## config.mk

```make
export PLATFORM = sky130hd
export DESIGN_NAME = gbc_round
export DESIGN_NICKNAME = d
export VERILOG_FILES = /design/src/rtl/gbc_pkg.sv /design/src/rtl/gbc_round.sv
export SDC_FILE = /design/constraint.sdc
export NUM_CORES = 1
export LEC_CHECK = 0
export BUFFER_PORTS_ARGS = -buffer_cell sky130_fd_sc_hd__buf_4
export CORE_AREA = 2 2 153 155
export CTS_CLUSTER_DIAMETER = 100
export DETAILED_ROUTE_END_ITERATION = 8
export DIE_AREA = 0 0 155 157
export PLACE_DENSITY = 0.56
export SLEW_MARGIN = 25
export SYNTH_ARGS = -nofsm -noshare
export SYNTH_HDL_FRONTEND = slang
export SYNTH_SLANG_ARGS = --single-unit
```

## constraint.sdc

```tcl
create_clock -name clk -period 0.8 [get_ports clk]
set_input_delay 0.08 -clock clk [delete_from_list [all_inputs] [get_ports clk]]
set_output_delay 0.08 -clock clk [all_outputs]
set_load 0.1 [all_outputs]
```

## src/rtl/gbc_pkg.sv

```systemverilog
// types, constants and round functions for the gost block cipher unit
// no dependencies; imported by every other file of the block

package gbc_pkg;

	typedef logic [31:0] word_t;
	typedef word_t [7:0] key_sched_t;

	// control bits that travel down the round pipeline with each block
	typedef struct packed {
		logic valid;
		logic kind;
	} ctl_t;

	// one finished block on its way to the result channel
	typedef struct packed {
		word_t out_lo;
		word_t out_hi;
	} out_blk_t;

	localparam int NumRounds = 32;

	// configuration register indexes
	localparam logic [2:0] REG_KEY01 = 3'd0;
	localparam logic [2:0] REG_KEY23 = 3'd1;
	localparam logic [2:0] REG_KEY45 = 3'd2;
	localparam logic [2:0] REG_KEY67 = 3'd3;
	localparam logic [2:0] REG_SBOX  = 3'd4;

	// direction codes
	localparam logic KIND_ENCRYPT = 1'b0;
	localparam logic KIND_DECRYPT = 1'b1;

	// packed s-box sets: byte 4*v + r holds row 2r (high nibble) and row 2r+1 (low nibble)
	localparam logic [7:0] SBOX_TAB [2][64] = '{
		'{8'h4E, 8'h57, 8'h64, 8'hD1, 8'hAB, 8'h8D, 8'hCB, 8'hBF,
		  8'h94, 8'h1A, 8'h7A, 8'h4D, 8'h2C, 8'hD1, 8'h10, 8'h10,
		  8'hD6, 8'hA0, 8'h57, 8'h35, 8'h8D, 8'h38, 8'hF2, 8'hF7,
		  8'h0F, 8'h49, 8'hD1, 8'h5A, 8'hEA, 8'h2F, 8'h8D, 8'h94,
		  8'h62, 8'hEE, 8'h43, 8'h09, 8'hB3, 8'hF4, 8'hA6, 8'hA2,
		  8'h18, 8'hC6, 8'h98, 8'hE3, 8'hC1, 8'h7C, 8'hE5, 8'h7E,
		  8'h70, 8'h6B, 8'h09, 8'h66, 8'hF7, 8'h02, 8'h3C, 8'h8B,
		  8'h55, 8'h95, 8'hBF, 8'h28, 8'h39, 8'hB3, 8'h2E, 8'hCC},
		'{8'hA5, 8'h74, 8'h77, 8'hD1, 8'h4F, 8'hFA, 8'h66, 8'hE3,
		  8'h54, 8'hC7, 8'h42, 8'h4A, 8'h60, 8'hEC, 8'hB4, 8'h19,
		  8'h82, 8'h90, 8'h9D, 8'h75, 8'h1D, 8'h4F, 8'hC9, 8'h0B,
		  8'h3B, 8'h12, 8'h2F, 8'h54, 8'h79, 8'h08, 8'hA0, 8'hAF,
		  8'hD1, 8'h3E, 8'h1A, 8'h38, 8'hC7, 8'hB1, 8'h81, 8'hC6,
		  8'hE6, 8'h56, 8'h05, 8'h87, 8'h03, 8'h25, 8'hEB, 8'hFE,
		  8'h9C, 8'h6D, 8'hF8, 8'h6D, 8'h2E, 8'hAB, 8'hDE, 8'h20,
		  8'hBA, 8'h89, 8'h3C, 8'h92, 8'hF8, 8'hD3, 8'h53, 8'hBC}
	};

	// substitute all eight nibbles, nibble i through row i
	function automatic word_t sbox_sub(logic set, word_t t);
		logic [7:0] b;
		logic [3:0] v;
		logic [1:0] r;
		word_t      s;
		s = '0;
		for (int i = 0; i < 8; i++) begin
			v = t[4*i +: 4];
			r = 2'(i >> 1);
			b = SBOX_TAB[set][{v, r}];
			s[4*i +: 4] = (i % 2 == 1) ? b[3:0] : b[7:4];
		end
		return s;
	endfunction

	// full round function: key add, substitution, rotate left by 11
	function automatic word_t round_fn(logic set, word_t half, word_t key);
		word_t s;
		s = sbox_sub(set, half + key);
		return {s[20:0], s[31:21]};
	endfunction

	// key word used by half-round k
	function automatic logic [2:0] key_idx(logic [4:0] k, logic kind);
		logic fwd;
		fwd = (kind == KIND_DECRYPT) ? (k < 5'd8) : (k < 5'd24);
		return fwd ? k[2:0] : ~k[2:0];
	endfunction

endpackage

```

## src/rtl/gbc_round.sv

```systemverilog
// one feistel half-round of the cipher followed by its pipeline register
// depends on gbc_pkg for types and the round function

module gbc_round import gbc_pkg::*; #(
	parameter int STAGE = 0
) (
	input  logic       clk,
	input  logic       arst_n,
	input  logic       en,
	input  logic       sbox_set,
	input  key_sched_t keys,
	input  ctl_t       ctl_i,
	input  word_t      n1_i,
	input  word_t      n2_i,
	output ctl_t       ctl_o,
	output word_t      n1_o,
	output word_t      n2_o
);

	localparam logic [4:0] K = 5'(STAGE);

	ctl_t  ctl_s1;
	word_t n1_s1;
	word_t n2_s1;
	word_t f;
	word_t n1_nxt;
	word_t n2_nxt;

	// even half-rounds update n2 from n1, odd ones update n1 from n2
	always_comb begin
		if (K[0]) begin
			f      = round_fn(sbox_set, n2_i, keys[key_idx(K, ctl_i.kind)]);
			n1_nxt = n1_i ^ f;
			n2_nxt = n2_i;
		end else begin
			f      = round_fn(sbox_set, n1_i, keys[key_idx(K, ctl_i.kind)]);
			n1_nxt = n1_i;
			n2_nxt = n2_i ^ f;
		end
	end

	// stage control
	always_ff @(posedge clk or negedge arst_n) begin
		if (!arst_n) begin
			ctl_s1 <= '0;
		end else if (en) begin
			ctl_s1 <= ctl_i;
		end
	end

	// stage data
	always_ff @(posedge clk) begin
		if (en) begin
			n1_s1 <= n1_nxt;
			n2_s1 <= n2_nxt;
		end
	end

	assign ctl_o = ctl_s1;
	assign n1_o  = n1_s1;
	assign n2_o  = n2_s1;

endmodule

```

==> qor.csv, run 1 <==
stage;metric;value;unit
floorplan;Starting Density;29.0;%
yosys;Post-Syn Nets;1102;
detailed_routing;post-DR vias/cell;5.00;
placed_design;gpl congestion;0.888;
yosys;Cells after Synth;708;
yosys;Post-Syn Area;6530;sq um
yosys;proportion of synthesized chip area in sequential cells;30.2;%
timing;Final min period;2.95;ns
yosys;mux cell area share after synthesis;5.44;%
pwr;Lkg Pwr;5.10;nW
global_route;antenna violations before repair;1;
yosys;largest cells by area after synthesis;edfxtp_1, ha_1, xnor2_1;
setup_path;crit path launch type;input pin;
global_route;pin count of the biggest net entering global routing;27;
setup_path;Critical Path Fanout Max;5;
yosys;commonest cells in the netlist;ha_1, edfxtp_1, nand2_1;
outcome;failing checks;negative setup slack;
global_route;first-pass GRT wire length;35.7;mm
timing;RSZ-0062 raised after global routing;yes;
floorplan;full die area;24300;sq um
cells_and_area;Finished Cell Area;12100;sq um
cts;CTS tree;built;
floorplan;Die X;155;um
detailed_routing;Vias;7142;
timing;final count of pins violating max slew;0;
detailed_routing;Initial DRC Count;317;
cts;Longest Clk Path Bufs;2;
floorplan;core area;22500;sq um
setup_path;CP required;0.91;ns
floorplan;# rows;55;
detailed_routing;final antenna-violating net count;0;
cells_and_area;share of cells above drive strength 1;52.3;%
pwr;pwr/cell area;2230;nW/um^2
min_path;HP Class;in -> reg;
setup_path;crit-path max cell delay;0.46;ns
cts;CTS H-tree lvls;3;
detailed_routing;DR DRC count;0;
yosys;number of synthesized flops with an enable pin;64;
yosys;asr flop ratio synth;3.03;%
setup_path;Worst path top cell family by delay;compound AO/OA/AOI/OAI gates;
detailed_routing;Pre-antenna DRT Iters;5;
floorplan;num ports;392;
timing;fin crit share;369;%
pwr;Power, Total;27.0;mW
cells_and_area;# fillers;2033;
cells_and_area;P&R area growth vs syn;85.3;%
cells_and_area;register area;1980;sq um
yosys;most numerous cell in the Yosys netlist;ha_1;
cts;CTS Sinks;66;
outcome;status;finished with violations;
yosys;Compound-Gate Fraction of Synth Area;22.4;%
yosys;mean post-synth cell area;9.22;sq um
setup_path;crit-path cells;buf_8, ha_4, fa_2, a211oi_4, buf_4, nor3_4, o2111ai_4, and3_4, o21a_4, xnor2_4, inv_2, ha_2, mux4_2, nor2_1, a31oi_1, xnor2_1;
yosys;largest area contributor in the netlist;edfxtp_1;
yosys;top_reg_cell synth;edfxtp_1;
cts;CTS root buffer;clkbuf_16;
placed_design;port bufs;167;
yosys;top cell type's share of synthesized area;29.4;%
yosys;synth unique cells;71;
global_route;vias in the first global route;6940;
setup_path;critical path type;in -> reg;
yosys;Synth Area in Simple Gates;15.2;%
cts;Worst-path clk slew;0.06;ns
yosys;largest family of logic cells by synthesized area;compound AO/OA/AOI/OAI gates;
yosys;XOR/XNOR share of the synthesized area;9.77;%
timing;measured slew at the worst slew-check pin;0.607;ns
timing;final hold slack;0.00983;ns
detailed_routing;Wirelength per Cell;16.3;um
placed_design;placed cell areas;9960;sq um
setup_path;crit end category;register;
yosys;#FFs+latches synth;66;
timing;relative slew slack;59.3;%
cts;worst skew pair latency;0.35;ns
detailed_routing;total wire length;23.3;mm
yosys;Synth Area in Adders;13.3;%
cells_and_area;Final nets;1531;
global_route;Remaining Overflow, GRT;0;
yosys;yosys warns;0;
timing;final setup margin;-2.15;ns
placed_design;HPWL after DPL;17.3;mm
cells_and_area;multi-input gate area in the final layout;5450;sq um
pwr;VDD IR-drop max;1400;uV
cts;CTS Buf Count;9;
timing;Hold Vio Cnt, Final;0;
setup_path;WP buf/inv;3;
timing;Finish-stage setup viols;100;
setup_path;Worst Path Arrival;3.06;ns
floorplan;die height;157;um
timing;fmax;339;MHz
timing;Clock Skew;0;ns
job;max-cap violations;0;
setup_path;critical-path cell with the highest stage delay;mux4_2;
global_route;Tot GR Track Use;18.5;%
==> repair_timing <==
item	4_1_cts	5_1_grt
endpoints found under the hold margin	36	0
hold buffers	35	0
pin swaps	45	77
cloned	2	0
endpoints found under the setup margin	100	100
setup buffers	20	10
resized for setup	174	101
==> stage by stage <==
step / util [%] / worst slack (ns) / cells / TNS, ns
floorplan: - / -2.36 / 708 / -72.67
global placement: 44.3 / -2.49 / 1350 / -69.40
detailed placement: 44.3 / -2.55 / 1350 / -70.62
CTS: 51.3 / -2.10 / 1421 / -72.72
global route: 53.8 / -2.27 / 1427 / -78.45
finish: 53.8 / -2.15 / 1428 / -72.88
==> state kept, by name (all words and copies together) (netlist names) <==
signal	cells
ctl_o	2
n1_o	32
n2_o	32
==> report_power, final <==
group,internal [mW],switching (mW),total (mW)
Combinational,7.35,10.5,17.9
Sequential,4.69,0.303,4.99
Clock,2.40,1.77,4.18
==> placed cells by master (no fill, tap or decap), drive strengths merged, types with 5 or more instances in the layout <==
| master | count |
|---|---|
| buf | 417 |
| ha | 67 |
| edfxtp | 64 |
| nand2 | 57 |
| a21oi | 54 |
| xnor2 | 46 |
| o21ai | 44 |
| nor2 | 43 |
| dlygate4sd3 | 35 |
| xor2 | 26 |
| inv | 23 |
| nand3 | 22 |
| nor3 | 20 |
| a21o | 15 |
| a31oi | 15 |
| mux2i | 13 |
| nor4 | 12 |
| nand4 | 11 |
| o211ai | 10 |
| clkbuf | 9 |
| mux4 | 8 |
| and2 | 8 |
| a311oi | 8 |
| a211oi | 8 |
| and3 | 7 |
| or3 | 6 |
| o21bai | 5 |
| o221ai | 5 |
| a22oi | 5 |
==> path summary, 6_finish.rpt <==
path | start | to | slack (ns) | depth (start not counted)
max | n1_i[0] | n2_o[9] | -2.15 | 16
min | n1_i[30] | n1_o[30] | 0.01 | 2
max in group asynchronous | arst_n | ctl_o[1] | 0.66 | 2
max reg2reg | ctl_o[1] | ctl_o[1] | -0.06 | 1
min reg2reg | ctl_o[0] | ctl_o[0] | 0.59 | 1
min in group asynchronous | arst_n | ctl_o[0] | 0.04 | 2
==> logic make-up after synthesis <==
logic type,after synthesis
xor+xnor,72
buf+inv,57
fa+ha+maj,69
mux,25
flops,66
simple gates,201
compound gates,218
==> layout make-up <==
cell class | instances | share of cell area, %
Multi-Input combinational cell | 585 | 45.0
Timing Repair Buffer | 453 | 32.5
Sequential cell | 66 | 16.4
Tap cell | 285 | 2.95
Clock buffer | 9 | 1.86
Inverter | 22 | 0.703
Clock inverter | 7 | 0.569
Antenna cell | 1 | 0.0207
==> per-layer routing <==
metal,global-route usage (%),routed length [um],vias up,part of all wire [%]
met5,0,0,-,0
met4,5.20,388,0,1.7
met3,3.99,1380,24,5.9
met2,29.1,10600,203,45
met1,25.8,10900,3336,47
li1,-,-,3579,-
No activity file was read; power rests on OpenSTA's default activity.
==> run 2: changes to the inputs <==
==> constraint.sdc (replaced) <==
create_clock -name clk -period 0.8 [get_ports clk]
set_input_delay 0.16 -clock clk [delete_from_list [all_inputs] [get_ports clk]]
set_output_delay 0.16 -clock clk [all_outputs]
set_load 0.1 [all_outputs]
==> qor.csv, run 2 (synthesized netlist as in run 1, its figures left out) <==
stage;metric;value;unit
outcome;status;finished with violations;
outcome;failing checks;negative setup slack;
floorplan;full die area;24300;sq um
timing;fin crit share;378;%
detailed_routing;final antenna-violating net count;0;
timing;Hold Vio Cnt, Final;0;
detailed_routing;Pre-antenna DRT Iters;4;
setup_path;crit path launch type;input pin;
cts;CTS H-tree lvls;3;
placed_design;port bufs;167;
cts;CTS tree;built;
timing;final setup margin;-2.22;ns
detailed_routing;post-DR vias/cell;5.04;
cts;Worst-path clk slew;0.06;ns
floorplan;# rows;55;
timing;setup TNS;-80.37;ns
timing;RSZ-0062 raised after global routing;yes;
cts;CTS root buffer;clkbuf_16;
cells_and_area;most frequent cells in the layout;buf_4, buf_6, edfxtp_1;
timing;relative slew slack;56.8;%
cells_and_area;register area;1980;sq um
detailed_routing;Wirelength per Cell;16.4;um
setup_path;crit-path cells;buf_8, ha_4, fa_2, a211oi_4, buf_4, nor3_4, o2111ai_2, buf_4, nand3_4, o211ai_1, inv_1, ha_2, nor2_1, a21oi_1, mux4_2, xnor2_1;
cts;Longest Clk Path Bufs;2;
cts;CTS Sinks;66;
floorplan;num ports;392;
setup_path;critical-path cell with the highest stage delay;mux4_2;
cts;worst skew pair latency;0.35;ns
global_route;Tot GR Track Use;18.6;%
cells_and_area;Final nets;1523;
cells_and_area;multi-input gate area in the final layout;5470;sq um
global_route;first-pass GRT wire length;36.0;mm
setup_path;critical path type;in -> reg;
pwr;Lkg Pwr;5.13;nW
job;max-cap violations;0;
pwr;Power, Total;27.5;mW
setup_path;Worst path top cell family by delay;compound AO/OA/AOI/OAI gates;
timing;final count of pins violating max slew;0;
cells_and_area;# fillers;1995;
floorplan;die height;157;um
cells_and_area;P&R area growth vs syn;85.2;%
setup_path;crit end category;register;
placed_design;placed cell areas;9960;sq um
cts;CTS Buf Count;9;
cells_and_area;Finished Cell Area;12100;sq um
detailed_routing;total wire length;23.3;mm
global_route;vias in the first global route;6991;
global_route;antenna violations before repair;1;
setup_path;crit-path max cell delay;0.49;ns
cells_and_area;fin util;53.7;%
setup_path;r2r setup slk;-0.06;ns
setup_path;most frequent CP cell;buf_4;
detailed_routing;DR DRC count;0;
cells_and_area;share of cells above drive strength 1;54.0;%
pwr;pwr/cell area;2270;nW/um^2
timing;measured slew at the worst slew-check pin;0.644;ns
global_route;pin count of the biggest net entering global routing;27;
detailed_routing;Initial DRC Count;277;
timing;final hold slack;0.0137;ns
pwr;VDD IR-drop max;1520;uV
min_path;HP Start;n1_i[13];
placed_design;gpl congestion;0.891;
setup_path;CP required;0.90;ns
floorplan;core area;22500;sq um
timing;Clock Skew;0;ns
setup_path;Reg-to-Reg Start;ctl_o[1];
placed_design;HPWL after DPL;17.3;mm
timing;fmax;331;MHz
timing;Finish-stage setup viols;100;
detailed_routing;Vias;7151;
floorplan;Starting Density;29.0;%
setup_path;crit path from;n1_i[0];
global_route;Remaining Overflow, GRT;0;
timing;Final min period;3.02;ns
setup_path;WP buf/inv;4;
setup_path;Critical Path Fanout Max;4;
min_path;HP Class;in -> reg;
cells_and_area;leading cell type in the layout, fill and taps excluded;buf_4;
setup_path;Worst Path Arrival;3.12;ns
floorplan;Die X;155;um
[run 2: what timing repair did]
action                                  in CTS  in global routing
pin swaps                                   67                 46
hold buffers                                19                  0
cloned                                       1                  0
resized for setup                          236                 62
endpoints found under the setup margin     100                100
setup buffers                               34                  8
endpoints found under the hold margin       20                  0
[run 2: per-stage QoR]
step / std cells / setup WS (ns)
after global placement: 1350 / -2.56
final: 1420 / -2.22
after floorplan: 708 / -2.44
after CTS: 1419 / -2.19
after global routing: 1419 / -2.35
after detailed placement: 1350 / -2.63
[run 2: routing by layer]
metal / up-vias / global-route usage (%) / routed length [um]
li1: 3557 / - / -
met1: 3374 / 26.2 / 10900
met2: 205 / 29.1 / 10500
met3: 15 / 4.24 / 1480
met4: 0 / 4.37 / 335
met5: - / 0 / 0
[run 2: power breakdown]
group | internal, mW | leakage, nW | total [mW] | switching [mW]
Sequential | 4.69 | 0.648 | 5.00 | 0.309
Clock | 2.74 | 0.153 | 4.43 | 1.68
Combinational | 7.47 | 4.33 | 18.1 | 10.6
[run 2: path summary, 6_finish.rpt]
check,depth (start not counted),end
max,16,n2_o[4]
min,1,n1_o[13]
max reg2reg,1,ctl_o[1]
min reg2reg,1,ctl_o[1]
max in group asynchronous,2,ctl_o[1]
min in group asynchronous,2,ctl_o[0]
[run 2: cell type report]
cell class | instances | area share, %
flip-flops and latches | 66 | 16.4
multi-input cells | 586 | 45.2
clock buffers | 10 | 1.89
diodes | 1 | 0.0207
repair buffers | 444 | 32.1
well taps | 285 | 2.95
clock inverters | 6 | 0.745
inverters | 22 | 0.703
==> run 3: changes to the inputs <==
--- a/config.mk
+++ b/config.mk
@@ -5,12 +5,13 @@
 export SDC_FILE = /design/constraint.sdc
 export NUM_CORES = 1
 export LEC_CHECK = 0
+export ABC_AREA = 0
 export BUFFER_PORTS_ARGS = -buffer_cell sky130_fd_sc_hd__buf_4
-export CORE_AREA = 2 2 153 155
+export CORE_MARGIN = 2
+export CORE_UTILIZATION = 25
 export CTS_CLUSTER_DIAMETER = 100
 export DETAILED_ROUTE_END_ITERATION = 8
-export DIE_AREA = 0 0 155 157
-export PLACE_DENSITY = 0.56
+export PLACE_DENSITY_LB_ADDON = 0.1
 export SLEW_MARGIN = 25
 export SYNTH_ARGS = -nofsm -noshare
 export SYNTH_HDL_FRONTEND = slang
==> qor.csv, run 3 (synthesized netlist as in run 1, its figures left out) <==
stage;metric;value;unit
cells_and_area;share of cells above drive strength 1;58.6;%
detailed_routing;total wire length;23.5;mm
setup_path;crit end category;register;
placed_design;placed cells;1413;
timing;final hold slack;-0.00284;ns
floorplan;full die area;27400;sq um
setup_path;FF-to-FF path depth;1;
cts;CTS H-tree lvls;3;
cells_and_area;ant diodes;0;
placed_design;gpl congestion;0.811;
cells_and_area;leading cell type in the layout, fill and taps excluded;buf_4;
floorplan;Die X;166;um
pwr;VDD IR-drop max;1540;uV
timing;relative slew slack;45.7;%
global_route;routing usage on met3;3.49;%
setup_path;r2r setup slk;-0.07;ns
job;max-cap violations;0;
timing;Final min period;3.01;ns
floorplan;core area;25800;sq um
floorplan;Starting Density;25.3;%
detailed_routing;final antenna-violating net count;0;
outcome;failing checks;negative hold slack, negative setup slack;
global_route;first-pass GRT wire length;37.7;mm
cells_and_area;P&R area growth vs syn;92.0;%
floorplan;die height;166;um
global_route;Most Used Layer, Global Route;met2;
global_route;antenna violations before repair;0;
cells_and_area;Final nets;1540;
detailed_routing;Initial DRC Count;290;
setup_path;critical path type;in -> reg;
setup_path;Reg-to-Reg Start;ctl_o[0];
detailed_routing;DR DRC count;0;
global_route;met2 usage;26.2;%
placed_design;port bufs;167;
setup_path;Worst Setup EP;n2_o[4];
global_route;Remaining Overflow, GRT;0;
setup_path;crit path launch type;input pin;
global_route;pin count of the biggest net entering global routing;34;
cells_and_area;Finished Cell Area;12500;sq um
global_route;vias in the first global route;7106;
timing;fmax;332;MHz
outcome;status;finished with violations;
timing;Hold Vio Cnt, Final;1;
timing;fin crit share;377;%
cts;worst skew pair latency;0.35;ns
timing;setup TNS;-79.55;ns
cts;CTS Sinks;66;
cells_and_area;fin util;48.5;%
cells_and_area;Finished Layout Cells;1486;
timing;final count of pins violating max slew;0;
detailed_routing;Wirelength per Cell;15.8;um
pwr;pwr/cell area;2230;nW/um^2
pwr;Lkg Pwr;5.23;nW
cells_and_area;most frequent cells in the layout;buf_4, buf_6, edfxtp_1;
placed_design;DP Worst Slack;-2.66;ns
cts;CTS Hold Bufs;15;
cts;CTS tree;built;
placed_design;placed cell areas;10100;sq um
min_path;Hold Path Stages;1;
setup_path;crit path from;n1_i[0];
cts;Longest Clk Path Bufs;2;
floorplan;num ports;392;
timing;Clock Skew;0;ns
floorplan;# rows;59;
global_route;met1 Resource Use GR;24.1;%
detailed_routing;Pre-antenna DRT Iters;5;
min_path;HP Class;in -> reg;
setup_path;Critical Path Fanout Max;4;
setup_path;end of the worst register-to-register path;ctl_o[0];
timing;measured slew at the worst slew-check pin;0.809;ns
cts;CTS root buffer;clkbuf_16;
setup_path;CP required;0.90;ns
detailed_routing;Vias;7153;
placed_design;HPWL after DPL;17.7;mm
timing;final setup margin;-2.21;ns
pwr;Power, Total;27.9;mW
global_route;Tot GR Track Use;16.9;%
cts;CTS Buf Count;9;
detailed_routing;post-DR vias/cell;4.81;
timing;Finish-stage setup viols;100;
timing;RSZ-0062 raised after global routing;yes;
cts;Worst-path clk slew;0.06;ns
setup_path;Worst Path Arrival;3.12;ns
==> run 3: worst min-delay path by stage <==
stage	start	to	slack, ns
2_1_floorplan	arst_n	ctl_o[0]	-0.14
5_1_grt	n1_i[0]	n1_o[0]	-0.009
3_5_place_dp	arst_n	ctl_o[1]	-0.05
6_report	n1_i[0]	n1_o[0]	-0.003
4_1_cts	n1_i[0]	n1_o[0]	-0.01
3_3_place_gp	arst_n	ctl_o[1]	-0.06
==> run 3: metal layers <==
layer	routed length, um	part of all wire (%)
met1	11300	48
met2	10500	45
met3	1290	5.5
met4	359	1.5
met5	0	0
==> run 3: cell type report <==
| cell class | instances | area [sq um] |
|---|---|---|
| tap | 335 | 419 |
| clock inverter | 7 | 68.8 |
| fill | 2500 | 13300 |
| sequential | 66 | 1980 |
| multi-input combinational | 585 | 5740 |
| timing repair buffer | 462 | 4010 |
| clock buffer | 9 | 225 |
| inverter | 22 | 87.6 |
==> run 3: report_power, final <==
| group | internal [mW] | switching [mW] | total [mW] | leakage [nW] |
|---|---|---|---|---|
| Clock | 2.41 | 1.77 | 4.17 | 0.133 |
| Combinational | 7.96 | 10.8 | 18.8 | 4.45 |
| Sequential | 4.69 | 0.325 | 5.02 | 0.648 |
| Total | 15.1 | 12.9 | 27.9 | 5.23 |
==> run 3: worst max-delay path: stages <==
cell,delay [ns]
buf_8,0.10
ha_4,0.15
fa_2,0.37
a211oi_4,0.32
nor3_4,0.09
o2111ai_2,0.27
and3_4,0.27
or3_1,0.11
o211ai_1,0.15
buf_4,0.21
ha_2,0.17
nor2_1,0.08
a21oi_1,0.04
mux4_2,0.48
xnor2_1,0.14
==> run 3: repair_timing <==
item | in CTS | in global routing
cloned | 2 | 0
pin swaps | 96 | 88
setup buffers | 44 | 17
endpoints found under the hold margin | 17 | 1
endpoints found under the setup margin | 100 | 100
resized for setup | 245 | 113
